[src/design/complex_decimating_fir_core_defines.svh]
// Assertion macros for the complex decimating FIR core.
`ifndef COMPLEX_DECIMATING_FIR_CORE_DEFINES_SVH
`define COMPLEX_DECIMATING_FIR_CORE_DEFINES_SVH

`ifndef SYNTHESIS

`define CDF_ASSERT_IMP(label, clk, rst, ante, cons) \
  label: assert property (@(posedge clk) disable iff (rst) (ante) |-> (cons)) \
    else $error("assertion failed");

`define CDF_ASSERT_NEXT(label, clk, rst, ante, cons) \
  label: assert property (@(posedge clk) disable iff (rst) (ante) |=> (cons)) \
    else $error("assertion failed");

`else

`define CDF_ASSERT_IMP(label, clk, rst, ante, cons)

`define CDF_ASSERT_NEXT(label, clk, rst, ante, cons)

`endif

`endif

[src/design/cdf_pkg.sv]
// Shared types and constants of the complex decimating FIR core.
`timescale 1ns / 1ps
`default_nettype none

package cdf_pkg;

  localparam int DATA_W = 16;
  localparam int IDX_W  = 6;
  localparam int FAC_W  = 9;
  localparam int PH_W   = 8;
  localparam int FRAC_W = 15;

  localparam logic ACT_PUSH = 1'b0;
  localparam logic ACT_LOAD = 1'b1;

  typedef logic signed [DATA_W-1:0] sample_t;

  typedef struct packed {
    logic clear;
    logic en;
    logic last;
  } mac_ctrl_t;

endpackage

`default_nettype wire

[src/design/cdf_mac.sv]
// Shared complex multiply-accumulate unit with conjugated taps and output saturation.
`timescale 1ns / 1ps
`default_nettype none

module cdf_mac
  import cdf_pkg::*;
#(
  parameter int ACC_W = 39
) (
  input  wire logic      clk,
  input  wire logic      rst,
  input  wire mac_ctrl_t ctrl,
  input  wire sample_t   si,
  input  wire sample_t   sq,
  input  wire sample_t   ti,
  input  wire sample_t   tq,
  output logic           done,
  output sample_t        res_i,
  output sample_t        res_q
);

  localparam int PROD_W = 2 * DATA_W;
  localparam int SUM_W  = PROD_W + 1;
  localparam logic signed [ACC_W-1:0] SAT_MAX = ACC_W'(32'sd32767);
  localparam logic signed [ACC_W-1:0] SAT_MIN = ACC_W'(-32'sd32768);

  logic signed [PROD_W-1:0] p_ii, p_qq, p_qi, p_iq;
  logic signed [SUM_W-1:0]  sum_i, sum_q;
  logic signed [ACC_W-1:0]  acc_i, acc_q;
  logic signed [ACC_W-1:0]  sh_i, sh_q;
  logic v1, l1, v2, l2;

  always_ff @(posedge clk) begin
    p_ii  <= si * ti;
    p_qq  <= sq * tq;
    p_qi  <= sq * ti;
    p_iq  <= si * tq;
    sum_i <= SUM_W'(p_ii) + SUM_W'(p_qq);
    sum_q <= SUM_W'(p_qi) - SUM_W'(p_iq);
  end

  always_ff @(posedge clk) begin
    if (rst) begin
      v1   <= 1'b0;
      l1   <= 1'b0;
      v2   <= 1'b0;
      l2   <= 1'b0;
      done <= 1'b0;
    end else begin
      v1   <= ctrl.en;
      l1   <= ctrl.en & ctrl.last;
      v2   <= v1;
      l2   <= v1 & l1;
      done <= v2 & l2;
    end
  end

  always_ff @(posedge clk) begin
    if (ctrl.clear) begin
      acc_i <= '0;
      acc_q <= '0;
    end else if (v2) begin
      acc_i <= acc_i + ACC_W'(sum_i);
      acc_q <= acc_q + ACC_W'(sum_q);
    end
  end

  always_comb begin
    sh_i = acc_i >>> FRAC_W;
    sh_q = acc_q >>> FRAC_W;
    if (sh_i > SAT_MAX) begin
      res_i = SAT_MAX[DATA_W-1:0];
    end else if (sh_i < SAT_MIN) begin
      res_i = SAT_MIN[DATA_W-1:0];
    end else begin
      res_i = sh_i[DATA_W-1:0];
    end
    if (sh_q > SAT_MAX) begin
      res_q = SAT_MAX[DATA_W-1:0];
    end else if (sh_q < SAT_MIN) begin
      res_q = SAT_MIN[DATA_W-1:0];
    end else begin
      res_q = sh_q[DATA_W-1:0];
    end
  end

endmodule

`default_nettype wire
[config.mk]
export PLATFORM = sky130hd
export DESIGN_NAME = cdf_mac
export DESIGN_NICKNAME = d
export VERILOG_FILES = /design/src/design/complex_decimating_fir_core_defines.svh /design/src/design/cdf_pkg.sv /design/src/design/cdf_mac.sv
export SDC_FILE = /design/constraint.sdc
export NUM_CORES = 2
export LEC_CHECK = 0
export ABC_AREA = 1
export BUFFER_PORTS_ARGS = -buffer_cell sky130_fd_sc_hd__buf_4
export CORE_MARGIN = 2
export CORE_UTILIZATION = 65
export DETAILED_ROUTE_END_ITERATION = 7
export PLACE_DENSITY = 0.82
export RECOVER_POWER = 100
export SYNTH_ARGS = -nofsm -noshare
export SYNTH_HDL_FRONTEND = slang
export SYNTH_SLANG_ARGS = --single-unit
[constraint.sdc]
create_clock -name clk -period 6.65 [get_ports clk]
set_input_delay 0.9975 -clock clk [delete_from_list [all_inputs] [get_ports clk]]
set_output_delay 0.9975 -clock clk [all_outputs]
set_load 0.005 [all_outputs]
==> results.sh <==
export IMPL_outcome="finished with violations"
export IMPL_violations="capacitance limit, slew limit"
export IMPL_fmax_mhz=154
export IMPL_synthFlopType="dfxtp_1"
export IMPL_gp_congestion=1.00
export IMPL_antenna_found_initial=0
export IMPL_vias=49140
export IMPL_core_area_sq_um=88400
export IMPL_h_tree_depth=2
export IMPL_relSlewSlack_pct=-173
export IMPL_yosys_area_top_type="fa_1"
export IMPL_die_area_sq_um=91600
export IMPL_slowest_stage="clkbuf_1"
export IMPL_fin_crit_sh_pct=97.6
export IMPL_start_util_pct=65.6
export IMPL_rsz0062_at_grt="no"
export IMPL_die_x_um=303
export IMPL_cts_buffer_depth=3
export IMPL_ys_warn_count=0
export IMPL_place_hpwl_mm=135
export IMPL_post_cts_buffers=0
export IMPL_worst_pin_slew_ps=4100
export IMPL_hold_viol=0
export IMPL_gr_usage_all_layers_pct=36.8
export IMPL_area_delta_synth_final_pct=6.49
export IMPL_postCtsResizedCells=0
export IMPL_hold_class="reg -> reg"
export IMPL_async_flop_share_pct=0
export IMPL_numPortBuffers=101
export IMPL_min_from="v1"
export IMPL_drv_slew=192
export IMPL_crit_path_start_kind="input pin"
export IMPL_crit_buf_inv=5
export IMPL_clk_latency_ps=590
export IMPL_nets=9408
export IMPL_grt_pass1_vias=51334
export IMPL_synth_edff_count=0
export IMPL_ys_ff_latch=277
export IMPL_yosysSeqAreaShare_pct=9.56
export IMPL_synth_nets=9328
export IMPL_die_h_um=303
export IMPL_synth_area_leaders="fa_1, inv_1, nand2_1"
export IMPL_placementRows=109
export IMPL_synth_area_sq_um=58000
export IMPL_final_antenna_net_count=0
export IMPL_grt_pass1_wl_mm=264
export IMPL_syn_area_per_cell_sq_um=7.49
export IMPL_maxCapViolCount=4
export IMPL_cts_made_buffers=35
export IMPL_firstDrtPassIters=8
export IMPL_yosysUniqueCellTypes=55
export IMPL_routed_wirelength_mm=162
export IMPL_worstSetupPathType="in -> reg"
export IMPL_cts_tree="done"
export IMPL_seq_area_sq_um=5550
export IMPL_ios=102
export IMPL_hold_ws_ps=418
export IMPL_clk_pin_slew_ps=60
export IMPL_cts_hold_buffers=0
export IMPL_cts_sinks=277
export IMPL_wire_per_inst_um=18.0
export IMPL_vias_per_cell=5.45
export IMPL_end_kind="flip-flop"
export IMPL_multiInputGateArea_sq_um=43400
export IMPL_drive_above_1_share_pct=5.11
export IMPL_crit_start="sq[1]"
export IMPL_fin_crit_ps=6490
export IMPL_drt_initial_drc_count=4391
export IMPL_cts_root_buf="clkbuf_16"
export IMPL_rr_startpoint="v2"
export IMPL_cp_required_ps=7100
export IMPL_setup_viol=0
export IMPL_drcViolationCount=0
export IMPL_cp_max_fo=12
export IMPL_crit_path_frequent_cell="nand2_1"
export IMPL_cpPeakStageDelay_ps=910
export IMPL_path_cells="clkbuf_1 > buf_4 > nand2_1 > fa_1 > fa_1 > inv_1 > ha_1 > fa_1 > ha_1 > inv_1 > fa_1 > inv_1 > ha_1 > nand2_1 > nor2_1 > nand2_1 > nand4_1 > a21oi_1 > o21ai_2 > nand2_1 > nand2_1 > xor2_1"
export IMPL_cp_arrival_ps=6940
export IMPL_fillers=7369
export IMPL_finalSetupTns_ps=0
export IMPL_cpLargestDelayFamily="adder cells"
export IMPL_skew_ps=23.1
export IMPL_grt_max_degree=84
export IMPL_grt_overflow=0
export IMPL_synth_top_area_share_pct=36.3
export IMPL_synthCells=7739
[layout make-up]
| class | count | share of cell area (%) |
|---|---|---|
| Antenna cell | 1 | 0.00405 |
| Sequential cell | 277 | 8.98 |
| Multi-Input combinational cell | 5080 | 70.2 |
| Tap cell | 1165 | 2.36 |
| Clock buffer | 49 | 1.65 |
| Timing Repair Buffer | 264 | 3.35 |
| Clock inverter | 14 | 0.288 |
| Inverter | 2161 | 13.1 |
[kinds of logic (layout without fill, tap and decap cells)]
| kind of cell | count (synthesis) | after routing | share of synthesized area, % |
|---|---|---|---|
| xor gates and xnor gates | 214 | 214 | 3.23 |
| DFF | 277 | 277 | 9.56 |
| adders and majority gates | 1520 | 1520 | 46.4 |
| buffers and inverters | 2382 | 2488 | 15.4 |
| AOI/OAI and AO/OA | 705 | 705 | 6.95 |
| and+or+nand+nor | 2641 | 2641 | 18.4 |
| other | 0 | 1 | 0 |
[per-layer routing]
layer / track usage [%] / vias up / wire length, um / share of wire, %
met5: 0 / - / 0 / 0
met2: 58.8 / 2244 / 73700 / 45
li1: - / 22775 / - / -
met4: 15.7 / 0 / 7990 / 4.9
met3: 6.90 / 432 / 15400 / 9.5
met1: 49.3 / 23689 / 65300 / 40
[stage by stage]
| step | utilization, % | area, sq um | setup slack [ps] | cells |
|---|---|---|---|---|
| 4_1_cts | 70.1 | 61900 | 492 | 9010 |
| 2_1_floorplan | - | 58000 | 480 | 7739 |
| 6_report | 69.9 | 61700 | 160 | 9011 |
| 3_3_place_gp | 68.7 | 60700 | -67.1 | 8947 |
| 3_5_place_dp | 68.7 | 60700 | -119 | 8947 |
| 5_1_grt | 69.9 | 61700 | 30.3 | 9010 |
[flip-flops by register name (all words and copies together), names as in the netlist]
name   count
acc_i     39
acc_q     39
sum_i     33
sum_q     33
p_ii      32
p_iq      32
p_qi      32
p_qq      32
done       1
l1         1
l2         1
v1         1
v2         1
[worst paths after layout]
path | to | slack (ps) | cells after the start
max | p_qq[22] | 160 | 22
min | v2 | 420 | 2
max reg2reg | acc_q[15] | 1370 | 6
min reg2reg | v2 | 420 | 2
[worst register-to-register path, delay by kind of cell, from the launching register on]
family	cells	cell delay (ps)
compound gates	2	590
flops	1	310
buf+inv	4	4330
[cells in the mapped netlist (all sizes together), types with 4 or more instances]
master and n:
inv 2157, nand2 1851, fa 1052, nor2 474, ha 468, a21oi 373
dfxtp 277, clkbuf 218, o21ai 204, nand3 170, xor2 138, xnor2 76
nand4 61, nor3 41, o21bai 41, a21o 25, a31oi 22, nand3b 14
nor4 13, a21boi 10, or2 9, o21a 8, and2 6, o211ai 6
a211oi 5, clkinv 4
[cell usage in the layout, fill, tap and decap left out, types with 4 or more instances in the layout]
cell type / instances
clkbuf_4: 36
inv_2: 5
nor4_1: 12
ha_1: 468
a21oi_1: 362
clkinv_1: 5
xnor2_1: 76
o211ai_1: 6
a31oi_1: 22
o21ai_0: 188
fa_1: 1052
clkbuf_16: 36
buf_4: 203
nor2_1: 456
nand4_1: 61
xor2_1: 138
a21o_1: 25
a21oi_2: 11
buf_12: 11
o21a_1: 8
nand3b_1: 14
and2_1: 4
clkbuf_1: 17
o21bai_1: 39
nor3_2: 7
nand3_1: 167
clkbuf_8: 7
nor3_1: 34
nand2_1: 1822
nor2_2: 15
nand2_2: 29
a211oi_1: 5
inv_1: 2151
a21boi_0: 8
clkinvlp_4: 4
dfxtp_1: 276
or2_2: 7
o21ai_1: 13
Power is not shown: default switching activity piles up to over one toggle a cycle in this logic, so the estimate is an artifact.
